<file path="config.mk">
export PLATFORM = sky130hd
export DESIGN_NAME = string_tuning_step_controller_flat
export DESIGN_NICKNAME = d
export VERILOG_FILES = /design/src/design/stc_pkg.sv /design/src/design/stc_if.sv /design/src/design/stc_ctrl.sv /design/src/design/stc_dp.sv /design/src/design/string_tuning_step_controller.sv /design/src/flat_wrapper.sv
export SDC_FILE = /design/constraint.sdc
export NUM_CORES = 2
export LEC_CHECK = 0
export BUFFER_PORTS_ARGS = -buffer_cell sky130_fd_sc_hd__buf_2
export CORE_ASPECT_RATIO = 0.6
export CORE_UTILIZATION = 60
export DETAILED_ROUTE_END_ITERATION = 12
export HOLD_SLACK_MARGIN = 0.05
export PLACE_DENSITY = 0.81
export SLEW_MARGIN = 15
export SYNTH_ARGS = -nofsm -noshare
export SYNTH_HDL_FRONTEND = slang
export SYNTH_SLANG_ARGS = --single-unit
</file>
<file path="constraint.sdc">
create_clock -name clock -period 13.1 [get_ports clock]
set_input_delay 0.655 -clock clock [delete_from_list [all_inputs] [get_ports clock]]
set_output_delay 0.655 -clock clock [all_outputs]
set_load 0.02 [all_outputs]
</file>
<file path="src/design/stc_pkg.sv">
package stc_pkg;

   // Field and register widths
   localparam int FREQ_BITS     = 20;
   localparam int STEP_BITS     = 10;
   localparam int CHAN_BITS     = 3;
   localparam int JUMP_BITS     = 16;
   localparam int CSR_DATA_BITS = 20;
   localparam int CSR_IDX_BITS  = 2;
   localparam int STATUS_BITS   = 2;

   // Signed working width for frequency sums and the x10 tune test
   localparam int ARITH_BITS = FREQ_BITS + 5;
   // Width for the slope comparison (delta x 1000)
   localparam int SLOPE_BITS = ARITH_BITS + 10;
   // Secant dividend and the bit-serial divider
   localparam int PROD_BITS    = FREQ_BITS + STEP_BITS;
   localparam int DIV_STEPS    = PROD_BITS;
   localparam int DIV_CNT_BITS = $clog2(DIV_STEPS + 1);

   // Frequency constants in 1/256 Hz
   localparam int ONE_HZ      = 256;
   localparam int TWO_HZ      = 512;
   localparam int FIVE_HZ     = 1280;
   localparam int HALF_HZ     = 128;
   localparam int TUNE_SCALE  = 10;
   localparam int TUNE_MARGIN = 256;    // 0.1 Hz with both sides x10
   localparam int SLOPE_SCALE = 1000;   // 0.001 Hz per step

   // Fine phase step sizes
   localparam int FINE_STEP_XL = 100;
   localparam int FINE_STEP_L  = 50;
   localparam int FINE_STEP_M  = 25;
   localparam int FINE_STEP_S  = 10;

   // Register reset values
   localparam logic [FREQ_BITS-1:0] TARGET_RESET = FREQ_BITS'(28160);
   localparam logic [STEP_BITS-1:0] FIRST_RESET  = STEP_BITS'(200);
   localparam logic [STEP_BITS-1:0] MAX_RESET    = STEP_BITS'(500);
   localparam logic [JUMP_BITS-1:0] JUMP_RESET   = JUMP_BITS'(3840);

   typedef enum logic [1:0] {
      PH_IDLE,
      PH_PROBE,
      PH_COARSE,
      PH_FINE
   } phase_type;

   typedef enum logic [STATUS_BITS-1:0] {
      ST_STEP,
      ST_RESAMPLE,
      ST_TUNED,
      ST_IGNORED
   } status_type;

   typedef enum logic [CSR_IDX_BITS-1:0] {
      REG_TARGET_FREQ,
      REG_FIRST_STEP,
      REG_MAX_STEP,
      REG_JUMP_WINDOW
   } reg_index_type;

   // Controller to datapath
   typedef struct packed {
      logic load_item;
      logic div_start;
      logic div_step;
      logic commit;
   } cmd_type;

   // Datapath to controller
   typedef struct packed {
      logic need_div;
      logic div_done;
   } dp_status_type;

endpackage

</file>
<file path="src/design/stc_if.sv">
// Input item channel
interface stc_req_if;
   logic                           valid;
   logic                           ready;
   logic                           mode;
   logic [stc_pkg::CHAN_BITS-1:0]  string_sel;
   logic [stc_pkg::FREQ_BITS-1:0]  measured_freq;

   modport source (output valid, mode, string_sel, measured_freq, input ready);
   modport sink   (input valid, mode, string_sel, measured_freq, output ready);
endinterface

// Result item channel
interface stc_rsp_if;
   logic                             valid;
   logic                             ready;
   logic [stc_pkg::STATUS_BITS-1:0]  status;
   logic [stc_pkg::STEP_BITS-1:0]    step_count;
   logic [stc_pkg::CHAN_BITS-1:0]    motor_channel;

   modport source (output valid, status, step_count, motor_channel, input ready);
   modport sink   (input valid, status, step_count, motor_channel, output ready);
endinterface

// Register write channel
interface stc_csr_if;
   logic                               valid;
   logic                               ready;
   logic [stc_pkg::CSR_IDX_BITS-1:0]   index;
   logic [stc_pkg::CSR_DATA_BITS-1:0]  data;

   modport source (output valid, index, data, input ready);
   modport sink   (input valid, index, data, output ready);
endinterface

</file>
<file path="src/design/stc_ctrl.sv">
module stc_ctrl (
   input  logic                   clock,
   input  logic                   reset,
   input  logic                   req_valid,
   output logic                   req_ready,
   output logic                   rsp_valid,
   input  logic                   rsp_ready,
   input  stc_pkg::dp_status_type sts,
   output stc_pkg::cmd_type       cmd
);

   typedef enum logic [1:0] {
      S_WAIT,
      S_EVAL,
      S_DIV,
      S_DONE
   } state_type;

   state_type state_ff, state_in;
   logic      rsp_valid_ff, rsp_valid_in;
   logic      accept;

   assign req_ready = (state_ff == S_WAIT);
   assign accept    = req_valid && req_ready;
   assign rsp_valid = rsp_valid_ff;

   // Sequencing and commands
   always_comb begin
      state_in      = state_ff;
      cmd.load_item = 1'b0;
      cmd.div_start = 1'b0;
      cmd.div_step  = 1'b0;
      cmd.commit    = 1'b0;
      case (state_ff)
         S_WAIT: begin
            if (accept) begin
               cmd.load_item = 1'b1;
               state_in      = S_EVAL;
            end
         end
         S_EVAL: begin
            if (sts.need_div) begin
               cmd.div_start = 1'b1;
               state_in      = S_DIV;
            end else begin
               state_in = S_DONE;
            end
         end
         S_DIV: begin
            if (sts.div_done) begin
               state_in = S_DONE;
            end else begin
               cmd.div_step = 1'b1;
            end
         end
         S_DONE: begin
            // wait for the output register to be free
            if (!rsp_valid_ff || rsp_ready) begin
               cmd.commit = 1'b1;
               state_in   = S_WAIT;
            end
         end
         default: state_in = S_WAIT;
      endcase
   end

   // Result valid flag
   always_comb begin
      rsp_valid_in = rsp_valid_ff;
      if (cmd.commit) begin
         rsp_valid_in = 1'b1;
      end else if (rsp_ready) begin
         rsp_valid_in = 1'b0;
      end
   end

   always_ff @(posedge clock) begin
      if (reset) begin
         state_ff     <= S_WAIT;
         rsp_valid_ff <= 1'b0;
      end else begin
         state_ff     <= state_in;
         rsp_valid_ff <= rsp_valid_in;
      end
   end

   // A commit never overwrites a result that is still waiting
   a_commit_free: assert property (@(posedge clock) disable iff (reset)
      cmd.commit |-> (!rsp_valid_ff || rsp_ready))
      else $error("result overwritten before it was taken");

   // An accepted item is evaluated in the next cycle
   a_accept_eval: assert property (@(posedge clock) disable iff (reset)
      accept |=> (state_ff == S_EVAL))
      else $error("accepted item not evaluated");

   // The divider is never stepped past its last bit
   a_div_bound: assert property (@(posedge clock) disable iff (reset)
      cmd.div_step |-> !sts.div_done)
      else $error("divider stepped after completion");

endmodule

</file>
<file path="src/design/stc_dp.sv">
module stc_dp (
   input  logic                                clock,
   input  logic                                reset,
   input  stc_pkg::cmd_type                    cmd,
   output stc_pkg::dp_status_type              sts,
   input  logic                                csr_we,
   input  logic [stc_pkg::CSR_IDX_BITS-1:0]    csr_index,
   input  logic [stc_pkg::CSR_DATA_BITS-1:0]   csr_data,
   input  logic                                req_mode,
   input  logic [stc_pkg::CHAN_BITS-1:0]       req_string_sel,
   input  logic [stc_pkg::FREQ_BITS-1:0]       req_measured_freq,
   output logic [stc_pkg::STATUS_BITS-1:0]     rsp_status,
   output logic [stc_pkg::STEP_BITS-1:0]       rsp_step_count,
   output logic [stc_pkg::CHAN_BITS-1:0]       rsp_motor_channel
);

   localparam int FB = stc_pkg::FREQ_BITS;
   localparam int SB = stc_pkg::STEP_BITS;
   localparam int AW = stc_pkg::ARITH_BITS;
   localparam int LW = stc_pkg::SLOPE_BITS;
   localparam int PB = stc_pkg::PROD_BITS;

   // Configuration registers
   logic [FB-1:0]                  target_ff;
   logic [SB-1:0]                  first_ff;
   logic [SB-1:0]                  max_ff;
   logic [stc_pkg::JUMP_BITS-1:0]  jump_ff;

   // Tuning state
   stc_pkg::phase_type             phase_ff;
   logic [FB-1:0]                  prev_freq_ff;
   logic [SB-1:0]                  last_step_ff;
   logic [stc_pkg::CHAN_BITS-1:0]  channel_ff;

   // Latched item
   logic                           mode_ff;
   logic [stc_pkg::CHAN_BITS-1:0]  sel_ff;
   logic [FB-1:0]                  freq_ff;

   // Divider
   logic [FB-1:0]                    rem_ff, rem_in;
   logic [PB-1:0]                    quo_ff, quo_in;
   logic [stc_pkg::DIV_CNT_BITS-1:0] cnt_ff, cnt_in;

   // Result register
   stc_pkg::status_type            out_status_ff;
   logic [SB-1:0]                  out_step_ff;
   logic [stc_pkg::CHAN_BITS-1:0]  out_chan_ff;

   // Arithmetic
   logic signed [AW-1:0] freq_s, tgt_s, prev_s, delta_s, dist_s, num_s;
   logic signed [AW-1:0] freq_x10, tgt_x10;
   logic signed [LW-1:0] delta_x1000, step_x256;
   logic                 slope_hi, jump_bad, near_target, tune_hit, secant_trivial;
   logic [SB-1:0]        eff_max, eff_first, start_step, reuse_step, fine_step, secant_step;
   logic [PB-1:0]        product;
   logic [FB-1:0]        divisor;
   logic [FB:0]          trial;
   logic                 trial_ge;

   // Decision
   stc_pkg::status_type  dec_status;
   stc_pkg::phase_type   dec_phase;
   logic [SB-1:0]        dec_step;
   logic                 upd_prev, upd_step, upd_chan, use_div;
   logic [SB-1:0]        res_step;

   // Configuration writes
   always_ff @(posedge clock) begin
      if (reset) begin
         target_ff <= stc_pkg::TARGET_RESET;
         first_ff  <= stc_pkg::FIRST_RESET;
         max_ff    <= stc_pkg::MAX_RESET;
         jump_ff   <= stc_pkg::JUMP_RESET;
      end else if (csr_we) begin
         case (stc_pkg::reg_index_type'(csr_index))
            stc_pkg::REG_TARGET_FREQ: target_ff <= FB'(csr_data);
            stc_pkg::REG_FIRST_STEP:  first_ff  <= csr_data[SB-1:0];
            stc_pkg::REG_MAX_STEP:    max_ff    <= csr_data[SB-1:0];
            stc_pkg::REG_JUMP_WINDOW: jump_ff   <= csr_data[stc_pkg::JUMP_BITS-1:0];
            default: ;
         endcase
      end
   end

   // Item latch
   always_ff @(posedge clock) begin
      if (reset) begin
         mode_ff <= 1'b0;
         sel_ff  <= '0;
         freq_ff <= '0;
      end else if (cmd.load_item) begin
         mode_ff <= req_mode;
         sel_ff  <= req_string_sel;
         freq_ff <= req_measured_freq;
      end
   end

   // Signed views and the tests on the reading
   always_comb begin
      freq_s   = $signed(AW'(freq_ff));
      tgt_s    = $signed(AW'(target_ff));
      prev_s   = $signed(AW'(prev_freq_ff));
      delta_s  = freq_s - prev_s;
      dist_s   = delta_s[AW-1] ? -delta_s : delta_s;
      num_s    = tgt_s - $signed(AW'(stc_pkg::ONE_HZ)) - freq_s;
      freq_x10 = freq_s * $signed(AW'(stc_pkg::TUNE_SCALE));
      tgt_x10  = tgt_s * $signed(AW'(stc_pkg::TUNE_SCALE));

      delta_x1000 = LW'(delta_s) * $signed(LW'(stc_pkg::SLOPE_SCALE));
      step_x256   = $signed(LW'(last_step_ff)) * $signed(LW'(stc_pkg::ONE_HZ));
      slope_hi    = delta_x1000 > step_x256;

      jump_bad    = dist_s > $signed(AW'(jump_ff));
      near_target = freq_s >= tgt_s - $signed(AW'(stc_pkg::TWO_HZ));
      tune_hit    = freq_x10 > tgt_x10 - $signed(AW'(stc_pkg::TUNE_MARGIN));

      secant_trivial = num_s[AW-1] || (num_s == '0) || delta_s[AW-1] || (delta_s == '0);
   end

   // Step sizes
   always_comb begin
      eff_max    = (max_ff == '0) ? SB'(1) : max_ff;
      eff_first  = (first_ff == '0) ? SB'(1) : first_ff;
      start_step = (eff_first > eff_max) ? eff_max : eff_first;

      reuse_step = (last_step_ff > eff_max) ? eff_max : last_step_ff;
      if (reuse_step == '0) begin
         reuse_step = SB'(1);
      end

      if (freq_s < tgt_s - $signed(AW'(stc_pkg::FIVE_HZ))) begin
         fine_step = SB'(stc_pkg::FINE_STEP_XL);
      end else if (freq_s < tgt_s - $signed(AW'(stc_pkg::ONE_HZ))) begin
         fine_step = SB'(stc_pkg::FINE_STEP_L);
      end else if (freq_s < tgt_s - $signed(AW'(stc_pkg::HALF_HZ))) begin
         fine_step = SB'(stc_pkg::FINE_STEP_M);
      end else if (freq_s < tgt_s) begin
         fine_step = SB'(stc_pkg::FINE_STEP_S);
      end else begin
         fine_step = '0;
      end

      // secant quotient, clamped to 1..max
      if (quo_ff == '0) begin
         secant_step = SB'(1);
      end else if (quo_ff > PB'(eff_max)) begin
         secant_step = eff_max;
      end else begin
         secant_step = quo_ff[SB-1:0];
      end
   end

   // Decision for the latched item
   always_comb begin
      dec_status = stc_pkg::ST_IGNORED;
      dec_phase  = phase_ff;
      dec_step   = '0;
      upd_prev   = 1'b0;
      upd_step   = 1'b0;
      upd_chan   = 1'b0;
      use_div    = 1'b0;
      if (!mode_ff) begin
         // start item
         upd_chan = 1'b1;
         if (freq_ff == '0) begin
            dec_phase  = stc_pkg::PH_IDLE;
            dec_status = stc_pkg::ST_RESAMPLE;
         end else begin
            upd_prev   = 1'b1;
            upd_step   = 1'b1;
            dec_step   = start_step;
            dec_phase  = stc_pkg::PH_PROBE;
            dec_status = stc_pkg::ST_STEP;
         end
      end else if (phase_ff == stc_pkg::PH_IDLE) begin
         dec_status = stc_pkg::ST_IGNORED;
      end else if (freq_ff == '0) begin
         dec_status = stc_pkg::ST_RESAMPLE;
      end else if (phase_ff == stc_pkg::PH_FINE) begin
         upd_prev = 1'b1;
         if (tune_hit) begin
            dec_phase  = stc_pkg::PH_IDLE;
            dec_status = stc_pkg::ST_TUNED;
         end else begin
            upd_step   = 1'b1;
            dec_step   = fine_step;
            dec_status = (fine_step != '0) ? stc_pkg::ST_STEP : stc_pkg::ST_RESAMPLE;
         end
      end else if (jump_bad) begin
         dec_status = stc_pkg::ST_RESAMPLE;
      end else begin
         upd_prev = 1'b1;
         if (phase_ff == stc_pkg::PH_COARSE && (near_target || !slope_hi)) begin
            dec_phase = stc_pkg::PH_FINE;
            if (fine_step == '0) begin
               dec_status = stc_pkg::ST_RESAMPLE;
            end else begin
               upd_step   = 1'b1;
               dec_step   = fine_step;
               dec_status = stc_pkg::ST_STEP;
            end
         end else begin
            dec_phase  = stc_pkg::PH_COARSE;
            upd_step   = 1'b1;
            dec_status = stc_pkg::ST_STEP;
            if (!slope_hi) begin
               dec_step = reuse_step;
            end else if (secant_trivial) begin
               dec_step = SB'(1);
            end else begin
               use_div = 1'b1;
            end
         end
      end
   end

   assign res_step     = use_div ? secant_step : dec_step;
   assign sts.need_div = use_div;
   assign sts.div_done = (cnt_ff == stc_pkg::DIV_CNT_BITS'(stc_pkg::DIV_STEPS));

   // Restoring divider, one quotient bit a cycle
   assign product  = PB'(num_s[FB-1:0]) * PB'(last_step_ff);
   assign divisor  = delta_s[FB-1:0];
   assign trial    = {rem_ff, quo_ff[PB-1]};
   assign trial_ge = trial >= {1'b0, divisor};

   always_comb begin
      rem_in = rem_ff;
      quo_in = quo_ff;
      cnt_in = cnt_ff;
      if (cmd.div_start) begin
         rem_in = '0;
         quo_in = product;
         cnt_in = '0;
      end else if (cmd.div_step) begin
         rem_in = trial_ge ? FB'(trial - {1'b0, divisor}) : trial[FB-1:0];
         quo_in = {quo_ff[PB-2:0], trial_ge};
         cnt_in = cnt_ff + 1'b1;
      end
   end

   always_ff @(posedge clock) begin
      if (reset) begin
         cnt_ff <= '0;
      end else begin
         cnt_ff <= cnt_in;
      end
      rem_ff <= rem_in;
      quo_ff <= quo_in;
   end

   // State update and result register
   always_ff @(posedge clock) begin
      if (reset) begin
         phase_ff     <= stc_pkg::PH_IDLE;
         prev_freq_ff <= '0;
         last_step_ff <= '0;
         channel_ff   <= '0;
      end else if (cmd.commit) begin
         phase_ff <= dec_phase;
         if (upd_prev) begin
            prev_freq_ff <= freq_ff;
         end
         if (upd_step) begin
            last_step_ff <= res_step;
         end
         if (upd_chan) begin
            channel_ff <= sel_ff;
         end
      end
   end

   always_ff @(posedge clock) begin
      if (cmd.commit) begin
         out_status_ff <= dec_status;
         out_step_ff   <= res_step;
         out_chan_ff   <= upd_chan ? sel_ff : channel_ff;
      end
   end

   assign rsp_status        = out_status_ff;
   assign rsp_step_count    = out_step_ff;
   assign rsp_motor_channel = out_chan_ff;

   // Division is only asked for on a probe or coarse reading
   a_div_phase: assert property (@(posedge clock) disable iff (reset)
      sts.need_div |-> (phase_ff == stc_pkg::PH_PROBE || phase_ff == stc_pkg::PH_COARSE))
      else $error("division requested outside the coarse search");

   // A secant result is committed only once every quotient bit is in
   a_div_complete: assert property (@(posedge clock) disable iff (reset)
      (cmd.commit && sts.need_div) |-> sts.div_done)
      else $error("secant step committed before division finished");

   // The bit counter never runs past the dividend width
   a_cnt_range: assert property (@(posedge clock) disable iff (reset)
      cnt_ff <= stc_pkg::DIV_CNT_BITS'(stc_pkg::DIV_STEPS))
      else $error("divider counter out of range");

endmodule

</file>
<file path="src/design/string_tuning_step_controller.sv">
// An accepted item is evaluated, then, when the coarse phase needs a secant step, divided
// by the 30-step bit-serial restoring divider, and its result is registered once the output
// register is free. A new item is accepted only after the previous result is committed.
// Reset (synchronous, active high) restores the register defaults, puts the tuner in
// the idle phase and clears the state and the result valid flag; no clearing pass.
module string_tuning_step_controller (
   input  logic        clock,
   input  logic        reset,
   stc_req_if.sink     req_if,
   stc_rsp_if.source   rsp_if,
   stc_csr_if.sink     csr_if
);

   stc_pkg::cmd_type       cmd;
   stc_pkg::dp_status_type sts;

   // Register writes are always taken
   assign csr_if.ready = 1'b1;

   stc_ctrl u_ctrl (
      .clock     (clock),
      .reset     (reset),
      .req_valid (req_if.valid),
      .req_ready (req_if.ready),
      .rsp_valid (rsp_if.valid),
      .rsp_ready (rsp_if.ready),
      .sts       (sts),
      .cmd       (cmd)
   );

   stc_dp u_dp (
      .clock             (clock),
      .reset             (reset),
      .cmd               (cmd),
      .sts               (sts),
      .csr_we            (csr_if.valid && csr_if.ready),
      .csr_index         (csr_if.index),
      .csr_data          (csr_if.data),
      .req_mode          (req_if.mode),
      .req_string_sel    (req_if.string_sel),
      .req_measured_freq (req_if.measured_freq),
      .rsp_status        (rsp_if.status),
      .rsp_step_count    (rsp_if.step_count),
      .rsp_motor_channel (rsp_if.motor_channel)
   );

endmodule

</file>
<file path="src/flat_wrapper.sv">
// flat-port wrapper written by rule: the top's interface ports become plain ports
module string_tuning_step_controller_flat 
  (clock, reset, req_if_valid, req_if_mode, req_if_string_sel, req_if_measured_freq, req_if_ready, rsp_if_valid, rsp_if_status, rsp_if_step_count, rsp_if_motor_channel, rsp_if_ready, csr_if_valid, csr_if_index, csr_if_data, csr_if_ready);
  stc_req_if req_if_i ();
  stc_rsp_if rsp_if_i ();
  stc_csr_if csr_if_i ();
  input  logic clock;
  input  logic reset;
  input wire logic [$bits(req_if_i.valid)-1:0] req_if_valid;
  input wire logic [$bits(req_if_i.mode)-1:0] req_if_mode;
  input wire logic [$bits(req_if_i.string_sel)-1:0] req_if_string_sel;
  input wire logic [$bits(req_if_i.measured_freq)-1:0] req_if_measured_freq;
  output wire logic [$bits(req_if_i.ready)-1:0] req_if_ready;
  output wire logic [$bits(rsp_if_i.valid)-1:0] rsp_if_valid;
  output wire logic [$bits(rsp_if_i.status)-1:0] rsp_if_status;
  output wire logic [$bits(rsp_if_i.step_count)-1:0] rsp_if_step_count;
  output wire logic [$bits(rsp_if_i.motor_channel)-1:0] rsp_if_motor_channel;
  input wire logic [$bits(rsp_if_i.ready)-1:0] rsp_if_ready;
  input wire logic [$bits(csr_if_i.valid)-1:0] csr_if_valid;
  input wire logic [$bits(csr_if_i.index)-1:0] csr_if_index;
  input wire logic [$bits(csr_if_i.data)-1:0] csr_if_data;
  output wire logic [$bits(csr_if_i.ready)-1:0] csr_if_ready;
  assign req_if_i.valid = req_if_valid;
  assign req_if_i.mode = req_if_mode;
  assign req_if_i.string_sel = req_if_string_sel;
  assign req_if_i.measured_freq = req_if_measured_freq;
  assign req_if_ready = req_if_i.ready;
  assign rsp_if_valid = rsp_if_i.valid;
  assign rsp_if_status = rsp_if_i.status;
  assign rsp_if_step_count = rsp_if_i.step_count;
  assign rsp_if_motor_channel = rsp_if_i.motor_channel;
  assign rsp_if_i.ready = rsp_if_ready;
  assign csr_if_i.valid = csr_if_valid;
  assign csr_if_i.index = csr_if_index;
  assign csr_if_i.data = csr_if_data;
  assign csr_if_ready = csr_if_i.ready;
  string_tuning_step_controller u_core (.clock(clock), .reset(reset), .req_if(req_if_i), .rsp_if(rsp_if_i), .csr_if(csr_if_i));
endmodule
</file>
==> Word level (Yosys, flattened, before mapping) <==
Index checks and enable logic that the tools add are counted.
{ "totals": {"regBits": 188, "in_bits": 51, "output_inout_bits": 18, "wordCells": 176} }
{ "classes": {"n_addsub": 10, "multipliers": 4, "magnitude_cmp": 12, "n_eq_ne": 16, "n_mux": 83, "reduce_logical": 32} }
{ "op_table": {"columns": ["cell", "count"], "rows": [
  ["10-bit 2-to-1 mux", 18],
  ["21-bit less-than comparator", 3],
  ["30-bit 2-to-1 mux", 2],
  ["25-bit logical NOT", 2],
  ["20-bit by 3-bit multiplier with 23-bit output (second input constant)", 2],
  ["10-bit logical NOT", 4],
  ["1-bit 2-to-1 mux", 39],
  ["32-bit by 19-bit greater-than comparator with 1-bit output", 1],
  ["2-bit 2-to-1 mux", 16],
  ["30-bit by 10-bit greater-than comparator with 1-bit output", 1],
  ["30-bit logical NOT", 1],
  ["20-bit by 10-bit multiplier with 30-bit output", 1],
  ["21-bit by 8-bit multiplier with 29-bit output (second input constant)", 1],
  ["25-bit by 17-bit greater-than comparator with 1-bit output", 1],
  ["25-bit greater-than comparator", 1],
  ["25-bit 2-to-1 mux", 1],
  ["21-bit negator with 25-bit output", 1],
  ["24-bit by 9-bit subtractor with 25-bit output (second input constant)", 1],
  ["21-bit by 21-bit subtractor with 22-bit output", 1],
  ["21-bit by 20-bit greater-or-equal comparator with 1-bit output", 1],
  ["21-bit greater-or-equal comparator", 1],
  ["20-bit by 10-bit subtractor with 21-bit output (second input constant)", 1],
  ["20-bit by 11-bit subtractor with 21-bit output (second input constant)", 1],
  ["20-bit by 20-bit subtractor with 21-bit output", 1],
  ["31 further kinds", 55]
]} }

==> Logic depth before layout (Yosys ltp) <==
{ "depth": {"ltp_word": 17, "depth_mapped": 39} }

==> Modules after synthesis <==
Synthesis repeated with hierarchy kept, for this count alone.
{ "unflattened": {"hier_cells": 3447, "area_unflattened_um2": 28442.3} }
{ "modules_own_cells": {"columns": ["module", "n_inst", "cells_each", "area_each_um2"], "rows": [
  ["stc_dp", 1, 3417, 28172.0],
  ["stc_ctrl", 1, 28, 259.0],
  ["string_tuning_step_controller", 1, 2, 11.3]
]} }

==> Worst setup path before layout <==
Ideal clock, no wire load.
{ "synth_timing": {"path_kind": "reg2reg", "start": "register u_core.u_dp.freq_ff[0]", "end": "register u_core.u_dp.quo_ff[0], enable pin", "arrival_ns": 8.549, "t_required_ns": 12.635, "path_slack_ns": 4.086, "stages_incl_launch_ff": 37, "path_buffers": 3, "cell_sequence": "dfxtp_1 inv_1 ha_1 fa_1 nor2b_1 o2111ai_1 a21oi_1 o211a_1 o21bai_1 a21boi_0 o211ai_1 and2_1 buf_2 clkinv_1 clkbuf_1 fa_1 fa_1 inv_1 fa_1 inv_1 fa_1 inv_1 ha_1 a21oi_1 o21bai_1 a21oi_1 mux2i_1 a2111oi_0 o211ai_1 a211o_1 nor4b_1 nand4_1 nand2_1 nor3_2 nand2_1 clkbuf_1 nand2_1"} }
{ "synth_between": {"elab_chain_cells": 16} }
{ "synth_lines": {"columns": ["item", "line", "text"], "rows": [
  ["start, declared", "stc_dp.sv:38", "logic [FB-1:0] freq_ff;"],
  ["start signal, assigned", "stc_dp.sv:95", "freq_ff <= req_measured_freq;"],
  ["branches (longest 10 deep; another with 32-bit by 19-bit greater-than comparator with 1-bit output)", null, null],
  ["1-bit 2-to-1 mux (*)", "stc_dp.sv:178", "end else if (freq_ff == '0) begin"],
  ["1-bit 2-to-1 mux (*)", "stc_dp.sv:176", "end else if (phase_ff == stc_pkg::PH_IDLE) begin"],
  ["1-bit 2-to-1 mux (*)", "stc_dp.sv:163", "if (!mode_ff) begin"],
  ["1-bit 2-to-1 mux (*)", "stc_ctrl.sv:42", "if (sts.need_div) begin"],
  ["1-bit 2-to-1 mux (*)", "stc_ctrl.sv:34", "case (state_ff)"],
  ["2-bit nonzero test (no line) (*)", null, null],
  ["end signal, assigned", "stc_dp.sv:250", "quo_ff <= quo_in;"],
  ["end, declared", "stc_dp.sv:42", "logic [PB-1:0] quo_ff, quo_in;"]
]} }
Every way passes the cells marked *.
A chain may end at the register's enable or synchronous reset.

==> Final worst setup path <==
{ "layout_timing": {"start": "register u_core.u_dp.freq_ff[9]", "end": "register u_core.u_dp.quo_ff[26], enable pin"} }
The elaborated chain is that of the path after synthesis.

==> qor.yml <==
run_status:
  status: "completed"
die:
  dieArea_sq_um: 47510
  die_w_microns: 280.7
  start_util: 0.6158
  io_pins: 69
  row_count: 60
  dieHeight_microns: 169.2
  core_region_area_sq_um: 45420
setup_path:
  crit_required_ns: 13.29
  end_kind: "register"
  path_max_fanout: 55
  critPathKind: "register to register"
  max_stage_delay_ns: 0.69
  start_kind: "register"
  crit_family: "adder cells"
  worstPathArrival_ns: 10.64
  cp_slowest_cell: "dfxtp_1"
  path_buf_inv: 7
  cp_common_cell: "fa_1"
timing:
  fin_crit_ns: 10.45
  finalClockSkew_ns: 0.01906
  rsz0062_at_grt: "no"
  tightest_slew_ns: 1.312
  setup_viol: 0
  max-slew-margin-rel: 0.1252
  tns_ns: 0
  post-route-period-util: 0.7976
  slew_viol_final: 0
  hold_violations: 0
  max_freq_ghz: 0.09570
cts:
  cts.sinks: 188
  postCtsResizedCells: 0
  clock_latency_ns: 0.48
  cts_tree: "done"
  clockBufferDepth: 2
  numCtsBuffers: 17
  cts_root_buf: "clkbuf_16"
  cts_hold_buf: 0
  ctsHtreeMaxLevel: 4
  clk_pin_slew_ns: 0.09
  cts_setup_buffers: 0
grt:
  antenna_found_initial: 5
  grt_pass1_vias: 23883
  grt-ovfl-total: 0
  grt.total_usage: 0.3659
  grt_start_max_net_pins: 86
  grt_pass1_wl_microns: 134000
flow_run:
  cap_violations: 0
logic_synthesis:
  synth_simple_gate_area_frac: 0.1780
  syn_inst: 3504
  synth-xor-area-share: 0.07136
  ys_ff_latch: 188
  synthesis.nets: 4153
  synth.area.top_cells: "ha_1, fa_1, dfxtp_1"
  syn_area_sq_um: 27970
  synth_compound_area_frac: 0.1722
  synth_ff_type: "dfxtp_1"
  synth_top_family_by_area: "adder cells"
  synth_warnings: 0
  synth_cell_type_count: 93
  synth_largest_area_cell: "ha_1"
  synthMuxAreaShare: 0.01790
  synth_edf_count: 45
  async_reset_ff_frac: 0
  netlist.area_leader.share: 0.1736
  synth_fa_ha_area_frac: 0.3279
  seq_area_frac_synth: 0.1507
  syn_area_per_cell_sq_um: 7.981
routing:
  drt-vias-per-instance: 6.184
  firstDrtPassIters: 7
  drc_errors: 0
  post_drt_wl_per_cell_microns: 20.78
  final_antenna_net_count: 0
  wl_microns: 85940
  drt_iter0_drc: 3189
  vias: 25577
layout:
  fin_nets: 4147
  synthToLayoutAreaGrowth_pct: 5.557
  layout-drive-gt1-share: 0.05298
  final_area_sq_um: 29520
placement:
  io_buffers: 67
  gp_congestion: 1.017
  dpl_cell_area_sq_um: 28900
  dp_hpwl_microns: 68220
min_path:
  min_path_type: "input port to register"
==> final timing paths <==
path                                  start  cells after the start                        end  slack [ns]
setup reg to reg     u_core.u_dp.freq_ff[9]                     34     u_core.u_dp.quo_ff[26]        2.65
setup / recovery     u_core.u_dp.freq_ff[9]                     34     u_core.u_dp.quo_ff[26]        2.65
hold reg to reg   u_core.u_dp.channel_ff[2]                      2  u_core.u_dp.channel_ff[2]        0.46
hold / removal     req_if_measured_freq[12]                      3    u_core.u_dp.freq_ff[12]        0.41
==> per-layer routing <==
layer  share of wire  vias to the layer above  track usage
met4           0.026                        0      0.09290
met1            0.44                    12000       0.5288
li1                -                    11874            -
met3            0.15                      175       0.1538
met2            0.38                     1528       0.4937
met5               0                        -            0
==> registers in the layout, summed over array words and instances (netlist names) <==
name,flops
u_core.u_dp.target_ff,20
u_core.u_dp.rsp_step_count,10
u_core.u_dp.max_ff,10
u_core.u_dp.sel_ff,3
u_core.u_dp.prev_freq_ff,20
u_core.u_dp.phase_ff,2
u_core.u_ctrl.rsp_valid,1
u_core.u_dp.freq_ff,20
u_core.u_dp.rsp_motor_channel,3
u_core.u_dp.first_ff,10
u_core.u_dp.rsp_status,2
u_core.u_dp.mode_ff,1
u_core.u_ctrl.state_ff,2
u_core.u_dp.last_step_ff,10
u_core.u_dp.jump_ff,16
u_core.u_dp.quo_ff,30
u_core.u_dp.channel_ff,3
u_core.u_dp.rem_ff,20
u_core.u_dp.cnt_ff,5
==> kinds of logic (layout without fill, tap and decap cells) <==
family	count (synthesis)	after routing
DFF	188	188
buffers and inverters	608	615
and+or+nand+nor	1081	1081
other	1	6
muxes	49	49
adders and majority gates	609	609
AOI/OAI and AO/OA	741	741
xor gates and xnor gates	227	227
==> layout by cell type (no fill, tap or decap), types with 10 or more instances in the layout <==
cell type / instances
nand2_1: 452
buf_2: 66
nand2b_1: 29
ha_1: 388
nand4_1: 30
nor4_1: 36
nand3b_1: 14
a211o_1: 19
o31a_1: 11
dfxtp_1: 143
inv_1: 463
a31oi_1: 36
buf_4: 43
edfxtp_1: 45
o21ai_1: 10
a21oi_1: 240
nor3_1: 59
nor2_1: 243
clkbuf_16: 17
and2_1: 73
mux2i_1: 41
o21ai_0: 122
a21boi_0: 11
nand3_1: 50
and3_1: 12
fa_1: 210
o21a_1: 41
xor2_1: 47
or3_1: 12
a211oi_1: 40
a2111oi_0: 11
or2_2: 14
o21bai_1: 23
xnor2_1: 178
o211ai_1: 14
a21o_1: 67
nor2b_1: 26
o2111ai_1: 13
==> Yosys cell counts, types with 59 or more instances <==
cell	count
a21o_1	67
a21oi_1	241
and2_1	73
clkbuf_1	127
dfxtp_1	143
fa_1	210
ha_1	388
inv_1	463
nand2_1	452
nor2_1	243
nor3_1	59
o21ai_0	123
xnor2_1	179
==> layout make-up <==
cell class / instances / area [sq um]
antenna: 5 / 12.51
clock buffer: 18 / 439.2
clock inverter: 14 / 165.2
fill: 3864 / 15900
inverter: 474 / 1779
multi-input combinational: 2708 / 21480
sequential: 188 / 4214
tap: 620 / 775.7
timing repair buffer: 109 / 653.1
==> tightest hold or removal path, cell delays in order <==
cell and delay [ns]:
buf_2 0.10, nand2_1 0.04, a21oi_1 0.05
==> through the flow <==
stage	util	instances	setup WS [ns]	hold slack, ns
3_3_place_gp	0.6364	4099	3.196	0.4424
4_1_cts	0.6497	4131	2.899	0.4005
6_report	0.6500	4136	2.651	0.4070
5_1_grt	0.6498	4133	2.011	0.4179
2_1_floorplan	-	3504	4.086	0.4329
3_5_place_dp	0.6364	4099	2.941	0.4470
Power is left out: the tool's default activity adds up to more than one toggle a clock period on the data nets, which glitch-free logic cannot reach.
